## src/rtl/core/stu_pkg.sv

```systemverilog
// ----------------------------------------------------------------------------
// stu_pkg
// Shared types and constants of the stereo upsampler to bus rate.
// ----------------------------------------------------------------------------
package stu_pkg;

   localparam int SAMPLE_W = 16;
   localparam int PHASE_W  = 16;

   localparam logic [17:0] PHASE_ONE        = 18'd65536;
   localparam logic [15:0] PHASE_STEP_RESET = 16'd60211;
   // ceil(2^17 / 3), exact truncation for magnitudes below 2^17
   localparam logic [17:0] DIV3_RECIP       = 18'd43691;

   typedef enum logic [1:0] {
      MODE_PASS = 2'd0,
      MODE_X3   = 2'd1,
      MODE_X2   = 2'd2,
      MODE_FRAC = 2'd3
   } rate_mode_type;

   typedef enum logic {
      CSR_RATE_MODE  = 1'b0,
      CSR_PHASE_STEP = 1'b1
   } csr_index_type;

   typedef enum logic {
      REQ_FRAME = 1'b0,
      REQ_FLUSH = 1'b1
   } req_kind_type;

   typedef enum logic [1:0] {
      OP_PASS = 2'd0,
      OP_DIV3 = 2'd1,
      OP_FRAC = 2'd2
   } lane_op_type;

   typedef struct packed {
      rate_mode_type        mode;
      logic [1:0]           idx;
      logic [PHASE_W-1:0]   frac;
   } issue_type;

endpackage

```

## src/rtl/core/stu_lane.sv

```systemverilog
// ----------------------------------------------------------------------------
// stu_lane
// One channel of the interpolator: operand select and multiply, then add.
// ----------------------------------------------------------------------------
module stu_lane
   import stu_pkg::*;
(
   input  logic                        clock,
   input  logic                        load,
   input  issue_type                   issue,
   input  logic signed [SAMPLE_W-1:0]  prev,
   input  logic signed [SAMPLE_W-1:0]  cur,
   output logic signed [SAMPLE_W-1:0]  value
);

   logic signed [16:0] diff;
   logic signed [17:0] step_x;
   logic [17:0]        mag;
   logic               neg;
   logic signed [16:0] sum;
   logic signed [16:0] sum_rnd;
   logic signed [17:0] mul_a;
   logic signed [17:0] mul_b;
   logic signed [35:0] product;
   lane_op_type        op;
   logic [15:0]        base;

   lane_op_type        op_ff;
   logic [15:0]        base_ff;
   logic               neg_ff;
   logic [16:0]        prod_ff;
   logic [15:0]        quot;

   always_comb begin
      diff    = {prev[15], prev} ;
      diff    = {cur[15], cur} - diff;
      step_x  = (issue.idx == 2'd1) ? {diff[16], diff} : {diff, 1'b0};
      neg     = step_x[17];
      mag     = neg ? 18'(-step_x) : 18'(step_x);
      sum     = {prev[15], prev} + {cur[15], cur};
      sum_rnd = sum + 17'(sum[16]);
      op      = OP_PASS;
      base    = cur;
      mul_a   = '0;
      mul_b   = '0;
      unique case (issue.mode)
         MODE_PASS: begin
            op   = OP_PASS;
            base = cur;
         end
         MODE_X3: begin
            base = prev;
            if (issue.idx == 2'd0) begin
               op = OP_PASS;
            end else begin
               op    = OP_DIV3;
               mul_a = {1'b0, mag[16:0]};
               mul_b = DIV3_RECIP;
            end
         end
         MODE_X2: begin
            op   = OP_PASS;
            base = (issue.idx == 2'd0) ? prev : sum_rnd[16:1];
         end
         MODE_FRAC: begin
            op    = OP_FRAC;
            base  = prev;
            mul_a = {diff[16], diff};
            mul_b = {2'b00, issue.frac};
         end
      endcase
      product = mul_a * mul_b;
   end

   always_ff @(posedge clock) begin
      if (load) begin
         op_ff   <= op;
         base_ff <= base;
         neg_ff  <= neg;
         prod_ff <= product[32:16];
      end
   end

   always_comb begin
      quot = prod_ff[16:1];
      unique case (op_ff)
         OP_DIV3: value = neg_ff ? signed'(base_ff - quot) : signed'(base_ff + quot);
         OP_FRAC: value = signed'(base_ff + prod_ff[15:0]);
         default: value = signed'(base_ff);
      endcase
   end

endmodule

```

## src/rtl/core/stu_merge.sv

```systemverilog
// ----------------------------------------------------------------------------
// stu_merge
// Joins the two lane results into one frame and holds it for the bus.
// ----------------------------------------------------------------------------
module stu_merge
   import stu_pkg::*;
(
   input  logic                        clock,
   input  logic                        reset,
   input  logic                        a_valid,
   input  logic                        a_last,
   input  logic signed [SAMPLE_W-1:0]  left,
   input  logic signed [SAMPLE_W-1:0]  right,
   output logic                        out_adv,
   output logic                        rsp_tvalid,
   input  logic                        rsp_tready,
   output logic [31:0]                 rsp_tdata,   // out_left, out_right
   output logic                        rsp_tlast
);

   logic        valid_ff;
   logic        valid_in;
   logic [31:0] data_ff;
   logic        last_ff;

   assign out_adv  = !valid_ff || rsp_tready;
   assign valid_in = out_adv ? a_valid : valid_ff;

   always_ff @(posedge clock) begin
      if (reset) begin
         valid_ff <= 1'b0;
      end else begin
         valid_ff <= valid_in;
      end
   end

   always_ff @(posedge clock) begin
      if (out_adv) begin
         data_ff <= {right, left};
         last_ff <= a_last;
      end
   end

   assign rsp_tvalid = valid_ff;
   assign rsp_tdata  = data_ff;
   assign rsp_tlast  = last_ff;

endmodule

```

## src/rtl/core/stereo_upsampler_to_bus_rate.sv

```systemverilog
// ----------------------------------------------------------------------------
// stereo_upsampler_to_bus_rate
// Stereo frame upsampler: passthrough, x3, x2 and fractional phase modes.
// Results pass the sequencer, lane and output registers, then leave one per
// cycle while rsp_tready holds. An item yields 1 to 3 results, a flush none,
// from the result sequencer feeding both lanes one frame per cycle unstalled.
// Synchronous reset clears all history, phase and mode; phase_step to 60211.
// ----------------------------------------------------------------------------
module stereo_upsampler_to_bus_rate
   import stu_pkg::*;
(
   input  logic         clock,
   input  logic         reset,
   input  logic         req_tvalid,
   output logic         req_tready,
   input  logic [31:0]  req_tdata,   // in_left, in_right
   input  logic [1:0]   req_tuser,   // req_type, first_of_call
   output logic         rsp_tvalid,
   input  logic         rsp_tready,
   output logic [31:0]  rsp_tdata,   // out_left, out_right
   output logic         rsp_tlast,
   input  logic         csr_we,
   input  logic         csr_addr,
   input  logic [15:0]  csr_wdata
);

   rate_mode_type      rate_mode_ff;
   logic [15:0]        phase_step_ff;

   logic signed [15:0] int_prev_l_ff, int_prev_r_ff, int_prev_l_in, int_prev_r_in;
   logic signed [15:0] frac_prev_l_ff, frac_prev_r_ff, frac_prev_l_in, frac_prev_r_in;
   logic [15:0]        frac_phase_ff, frac_phase_in;

   rate_mode_type      mode_ff, mode_in;
   logic signed [15:0] prev_l_ff, prev_r_ff, cur_l_ff, cur_r_ff;
   logic signed [15:0] prev_l_in, prev_r_in;
   logic [15:0]        step_ff;
   logic [15:0]        frac_ff, frac_in;
   logic [1:0]         cnt_ff, cnt_in;
   logic [1:0]         idx_ff, idx_in;
   logic               a_vld_ff, a_vld_in;
   logic               a_last_ff, a_last_in;

   logic               accept;
   logic               is_flush;
   logic               out_adv;
   logic               a_free;
   logic               issue_go;
   logic signed [15:0] in_l, in_r;
   logic [17:0]        ph0, st, ph1, ph2, ph3;
   logic [1:0]         frac_cnt;
   logic [15:0]        frac_next;
   issue_type          issue;
   logic signed [15:0] lane_l, lane_r;

   assign in_l     = signed'(req_tdata[15:0]);
   assign in_r     = signed'(req_tdata[31:16]);
   assign is_flush = req_kind_type'(req_tuser[0]) == REQ_FLUSH;
   assign a_free   = !a_vld_ff || out_adv;
   assign issue_go = (cnt_ff != 2'd0) && a_free;
   assign req_tready = (cnt_ff == 2'd0) || ((cnt_ff == 2'd1) && a_free);
   assign accept   = req_tvalid && req_tready;

   always_ff @(posedge clock) begin
      if (reset) begin
         rate_mode_ff  <= MODE_PASS;
         phase_step_ff <= PHASE_STEP_RESET;
      end else if (csr_we) begin
         unique case (csr_index_type'(csr_addr))
            CSR_RATE_MODE:  rate_mode_ff  <= rate_mode_type'(csr_wdata[1:0]);
            CSR_PHASE_STEP: phase_step_ff <= csr_wdata;
         endcase
      end
   end

   always_comb begin
      ph0 = {2'b00, frac_phase_ff};
      st  = {2'b00, phase_step_ff};
      ph1 = ph0 + st;
      ph2 = ph0 + {st[16:0], 1'b0};
      ph3 = ph2 + st;
      if (ph1 >= PHASE_ONE) begin
         frac_cnt  = 2'd1;
         frac_next = ph1[15:0];
      end else if (ph2 >= PHASE_ONE) begin
         frac_cnt  = 2'd2;
         frac_next = ph2[15:0];
      end else begin
         frac_cnt  = 2'd3;
         frac_next = (ph3 >= PHASE_ONE) ? ph3[15:0] : 16'd0;
      end
   end

   always_comb begin
      int_prev_l_in  = int_prev_l_ff;
      int_prev_r_in  = int_prev_r_ff;
      frac_prev_l_in = frac_prev_l_ff;
      frac_prev_r_in = frac_prev_r_ff;
      frac_phase_in  = frac_phase_ff;
      mode_in        = mode_ff;
      prev_l_in      = prev_l_ff;
      prev_r_in      = prev_r_ff;
      frac_in        = frac_ff;
      cnt_in         = cnt_ff;
      idx_in         = idx_ff;
      if (issue_go) begin
         cnt_in  = cnt_ff - 2'd1;
         idx_in  = idx_ff + 2'd1;
         frac_in = frac_ff + step_ff;
      end
      if (accept) begin
         mode_in = rate_mode_ff;
         idx_in  = 2'd0;
         frac_in = frac_phase_ff;
         if (is_flush) begin
            frac_prev_l_in = '0;
            frac_prev_r_in = '0;
            frac_phase_in  = '0;
            cnt_in         = 2'd0;
         end else begin
            unique case (rate_mode_ff)
               MODE_PASS: begin
                  cnt_in = 2'd1;
               end
               MODE_X3, MODE_X2: begin
                  cnt_in        = (rate_mode_ff == MODE_X3) ? 2'd3 : 2'd2;
                  prev_l_in     = req_tuser[1] ? in_l : int_prev_l_ff;
                  prev_r_in     = req_tuser[1] ? in_r : int_prev_r_ff;
                  int_prev_l_in = in_l;
                  int_prev_r_in = in_r;
               end
               MODE_FRAC: begin
                  cnt_in         = frac_cnt;
                  prev_l_in      = frac_prev_l_ff;
                  prev_r_in      = frac_prev_r_ff;
                  frac_prev_l_in = in_l;
                  frac_prev_r_in = in_r;
                  frac_phase_in  = frac_next;
               end
            endcase
         end
      end
      a_vld_in  = issue_go ? 1'b1 : (out_adv ? 1'b0 : a_vld_ff);
      a_last_in = issue_go ? (cnt_ff == 2'd1) : a_last_ff;
   end

   always_ff @(posedge clock) begin
      if (reset) begin
         int_prev_l_ff  <= '0;
         int_prev_r_ff  <= '0;
         frac_prev_l_ff <= '0;
         frac_prev_r_ff <= '0;
         frac_phase_ff  <= '0;
         cnt_ff         <= 2'd0;
         a_vld_ff       <= 1'b0;
      end else begin
         int_prev_l_ff  <= int_prev_l_in;
         int_prev_r_ff  <= int_prev_r_in;
         frac_prev_l_ff <= frac_prev_l_in;
         frac_prev_r_ff <= frac_prev_r_in;
         frac_phase_ff  <= frac_phase_in;
         cnt_ff         <= cnt_in;
         a_vld_ff       <= a_vld_in;
      end
   end

   always_ff @(posedge clock) begin
      mode_ff   <= mode_in;
      prev_l_ff <= prev_l_in;
      prev_r_ff <= prev_r_in;
      frac_ff   <= frac_in;
      idx_ff    <= idx_in;
      a_last_ff <= a_last_in;
      if (accept) begin
         cur_l_ff <= in_l;
         cur_r_ff <= in_r;
         step_ff  <= phase_step_ff;
      end
   end

   assign issue = '{mode: mode_ff, idx: idx_ff, frac: frac_ff};

   stu_lane u_lane_l (
      .clock (clock),
      .load  (issue_go),
      .issue (issue),
      .prev  (prev_l_ff),
      .cur   (cur_l_ff),
      .value (lane_l)
   );

   stu_lane u_lane_r (
      .clock (clock),
      .load  (issue_go),
      .issue (issue),
      .prev  (prev_r_ff),
      .cur   (cur_r_ff),
      .value (lane_r)
   );

   stu_merge u_merge (
      .clock      (clock),
      .reset      (reset),
      .a_valid    (a_vld_ff),
      .a_last     (a_last_ff),
      .left       (lane_l),
      .right      (lane_r),
      .out_adv    (out_adv),
      .rsp_tvalid (rsp_tvalid),
      .rsp_tready (rsp_tready),
      .rsp_tdata  (rsp_tdata),
      .rsp_tlast  (rsp_tlast)
   );

   a_stage_kept: assert property (@(posedge clock) disable iff (reset)
      (a_vld_ff && !out_adv) |=> a_vld_ff)
      else $error("lane stage dropped a frame");

   a_flush_silent: assert property (@(posedge clock) disable iff (reset)
      (accept && is_flush) |=> (cnt_ff == 2'd0))
      else $error("flush scheduled results");

   a_frame_emits: assert property (@(posedge clock) disable iff (reset)
      (accept && !is_flush) |=> (cnt_ff != 2'd0))
      else $error("frame scheduled no result");

endmodule
```

## config.mk

```make
export PLATFORM = sky130hd
export DESIGN_NAME = stereo_upsampler_to_bus_rate
export DESIGN_NICKNAME = d
export VERILOG_FILES = /design/src/rtl/core/stu_pkg.sv /design/src/rtl/core/stu_lane.sv /design/src/rtl/core/stu_merge.sv /design/src/rtl/core/stereo_upsampler_to_bus_rate.sv
export SDC_FILE = /design/constraint.sdc
export NUM_CORES = 2
export LEC_CHECK = 0
export BUFFER_PORTS_ARGS = -buffer_cell sky130_fd_sc_hd__buf_2
export CORE_ASPECT_RATIO = 1.2
export CORE_MARGIN = 8
export CORE_UTILIZATION = 55
export DETAILED_ROUTE_END_ITERATION = 16
export PLACE_DENSITY = 0.71
export SETUP_SLACK_MARGIN = 0.5
export SLEW_MARGIN = 10
export SYNTH_ARGS = -nofsm -noshare
export SYNTH_HDL_FRONTEND = slang
export SYNTH_SLANG_ARGS = --single-unit
```

## constraint.sdc

```tcl
create_clock -name clock -period 11.3 [get_ports clock]
set_input_delay 2.26 -clock clock [delete_from_list [all_inputs] [get_ports clock]]
set_output_delay 2.26 -clock clock [all_outputs]
set_load 0.1 [all_outputs]
```

==> results.md <==
* Crit path kind: reg2reg
* I/O pin cnt at 91
* Worst VDD drop at just under 300 uV
* Critical-path maximum fanout at 12
* GRT Overall Usage at between 20% and 30%
* Clock sink total at ~310
* Total power at between 10 and 15 mW
* CTS tree: yes
* First-pass GRT wire length at 209000 um
* Share of cells above drive strength 1 at 6.67%
* Syn Area/Cell at between 8 and 9 um^2
* Initial antenna violation count at 1
* Hold Crit Class: reg2reg
* Wl on met1 at roughly 51000 um
* Largest net degree at the start of global routing at between 70 and 80
* Ys Warns at 0
* Top cell type's share of synthesized area at 26.0%
* H-tree levels at 2
* P_leak at around 21 nW
* Worst slew margin at a little under a tenth
* Num CTS Buffers at 35
* Crit-path slowest cell: fa_1
* Core Region at ~0.079 mm^2
* Fin. Hold Viols at 0
* Top Metal Used: met4
* CTS clk-pin slew, worst paths at 60 ps
* Slew @ Worst Pin at between 1000 and 1500 ps
* Synth area leader: fa_1
* Primary FF master, synth: edfxtp_1
* Die height at between 300 and 400 um
* Clock power share at approximately 8.6%
* Worst path max stage delay at roughly 700 ps
* Async SR Flop Fraction at 0%
* Total gr overflow at 0
* Final Slew Violations at 0
* Status: complete, no violations
* CTS Buffer Depth at 3
* Final setup TNS at 0 ps
* RSZ-0062 raised after global routing: no
* Routability cong. at about 1.0
* Most common cell on crit path: fa_1
* Critical Path RT at between 10000 and 15000 ps
* Starting density of the core at between 50% and 60%
* Clk_lat worst skew at about 590 ps
* Final setup vio count at 0
* Library cells used by synthesis at about 110
* Die Area at 0.0889 mm^2
* Post-DR wirelength/cell at about 22 um
* PwrDens at 295 mW/mm^2
* Largest delay contributor family on the critical path: adder cells
* Fin crit share at between 90% and 100%
* Post-CTS setup buffer count at 0
* Worst clock skew at 37.0 ps
* Comb power frac at between 70% and 80%
* Fin crit period at ~10000 ps
* Die X at roughly 270 um
* Most frequent cells in the layout: 807 x inv_1, 568 x fa_1, 542 x nand2_1
* Most common cell after layout, fill and taps aside: inv_1
* Fmax at slightly below 100 MHz
* Leading cell types by total area after synthesis: fa_1 26%, edfxtp_1 14%, ha_1 9.5%
* CP startpoint kind: flop
* Number of flip-flops in the largest register at 32
* Layout Nets at around 6000
* Crit end category: flop
* Vias in the first global route at about 37000
* CTS root buffer: clkbuf_16
* Max-Cap Viols at 0
* Sequential share of power at ~16%
* DRT Wirelength at 133000 um
* Sequential element share of the synthesized area at 18.6%
* Cell Area, Synth at between 0.04 and 0.05 mm^2
* Vias per inst at approximately 6.0
* DP Wirelength at between 100000 and 150000 um
* Number of remaining DRC errors at 0
* Post-Syn Nets at roughly 6000
* Routed wl met2 at 63800 um
* Flop and latch count out of synthesis at between 300 and 400
* Switching Power at around 7.6 mW
* Met3 routed WL at between 9000 and 10000 um
* First-pass DRT Iterations at 8
* Total number of vias at 36500
* Hold_buf cts at 0
* Int Power at just over 6 mW
* Final ANT Viol Nets at 0
* EDFF count, synth at around 200
* Sum of buffers and inverters on the critical path at 5
* Iter 0 DRT Violations at just over 3000
* Area delta synth->final at 6.49%
* I/O Buffers at 90
* Sw Ratio at between 50% and 60%
* Post-Synthesis Cells at around 5000
* WP data arrival at ~11000 ps
* Rows at around 110
worst reg2reg max path, delay by kind of cell, from the launching register on:
| family | cells | cell delay (ps) |
|---|---|---|
| AO/OA/AOI/OAI | 13 | 3350 |
| buffers and inverters | 5 | 290 |
| flip-flops | 1 | 420 |
| adder cells (fa/ha/maj) | 10 | 4470 |
| AND/OR/NAND/NOR | 5 | 1340 |
| XOR/XNOR | 1 | 140 |
power groups by stage:
stage	Combinational [mW]	Clock, mW	Sequential [mW]
2_1_floorplan	7.08	0	2.45
3_3_place_gp	10.1	0	2.20
3_5_place_dp	10.3	0	2.21
4_1_cts	10.3	1.19	2.19
5_1_grt	11.5	1.23	2.23
6_report	10.4	1.18	2.20
path summary, 6_finish.rpt:
check	from	endpoint	slack [ps]	depth (start not counted)
min	int_prev_r_ff[13]	int_prev_r_ff[13]	450	2
min reg2reg	int_prev_r_ff[13]	int_prev_r_ff[13]	450	2
max	cur_r_ff[0]	u_lane_r.prod_ff[16]	1020	34
max reg2reg	cur_r_ff[0]	u_lane_r.prod_ff[16]	1020	34
cell type report:
class	count	area, um^2
Sequential cell	306	8150
Tap cell	1035	1290
Inverter	813	3050
Timing Repair Buffer	180	1140
Antenna cell	1	2.50
Multi-Input combinational cell	3723	31800
Fill cell	6974	32400
Clock buffer	48	1020
Clock inverter	16	149
logic make-up (layout without fill, tap and decap cells):
family,count (synthesis),in the layout,synth area share (%)
other,0,1,0
and+or+nand+nor,1499,1499,15.4
xor gates and xnor gates,263,263,5.29
DFF,306,306,18.6
adders and majority gates,900,900,35.5
muxes,53,53,1.28
buffers and inverters,1029,1057,8.90
AOI/OAI and AO/OA,1008,1008,15.0
through the flow:
stage	setup WS [ps]	hold slack [ps]	std cells	area, um^2	util (%)
final	1020	453	6122	46600	59.0
after global routing	532	470	6121	46600	59.0
after CTS	935	454	6121	46600	59.0
after detailed placement	945	446	6057	45400	57.5
after global placement	1100	441	6057	45400	57.5
after floorplan	1970	400	5058	43800	-
cell usage after synthesis, drive strengths merged, types with 18 or more instances:
| cell | n |
|---|---|
| a2111oi | 18 |
| a211oi | 32 |
| a21o | 53 |
| a21oi | 286 |
| a22oi | 46 |
| a31oi | 38 |
| and2 | 38 |
| and3 | 40 |
| buf | 44 |
| clkbuf | 172 |
| dfxtp | 104 |
| edfxtp | 202 |
| fa | 568 |
| ha | 332 |
| inv | 808 |
| mux2i | 40 |
| nand2 | 543 |
| nand2b | 60 |
| nand3 | 76 |
| nor2 | 493 |
| nor2b | 31 |
| nor3 | 77 |
| nor4 | 32 |
| o211ai | 25 |
| o21a | 57 |
| o21ai | 234 |
| o21bai | 24 |
| o22ai | 28 |
| o31ai | 27 |
| or2 | 27 |
| or3 | 25 |
| xnor2 | 169 |
| xor2 | 94 |
routing by layer:
metal | global-route usage [%] | up-vias
li1 | - | 16700
met4 | 15.5 | 0
met2 | 50.4 | 1552
met1 | 36.1 | 17800
met5 | 0 | -
met3 | 4.70 | 461
repair_timing:
item | CTS | global route
setup endpoints to repair | 0 | 3
hold endpoints to repair | 0 | 0
gates resized for setup | 0 | 6
(Power assumes the default switching activity.)
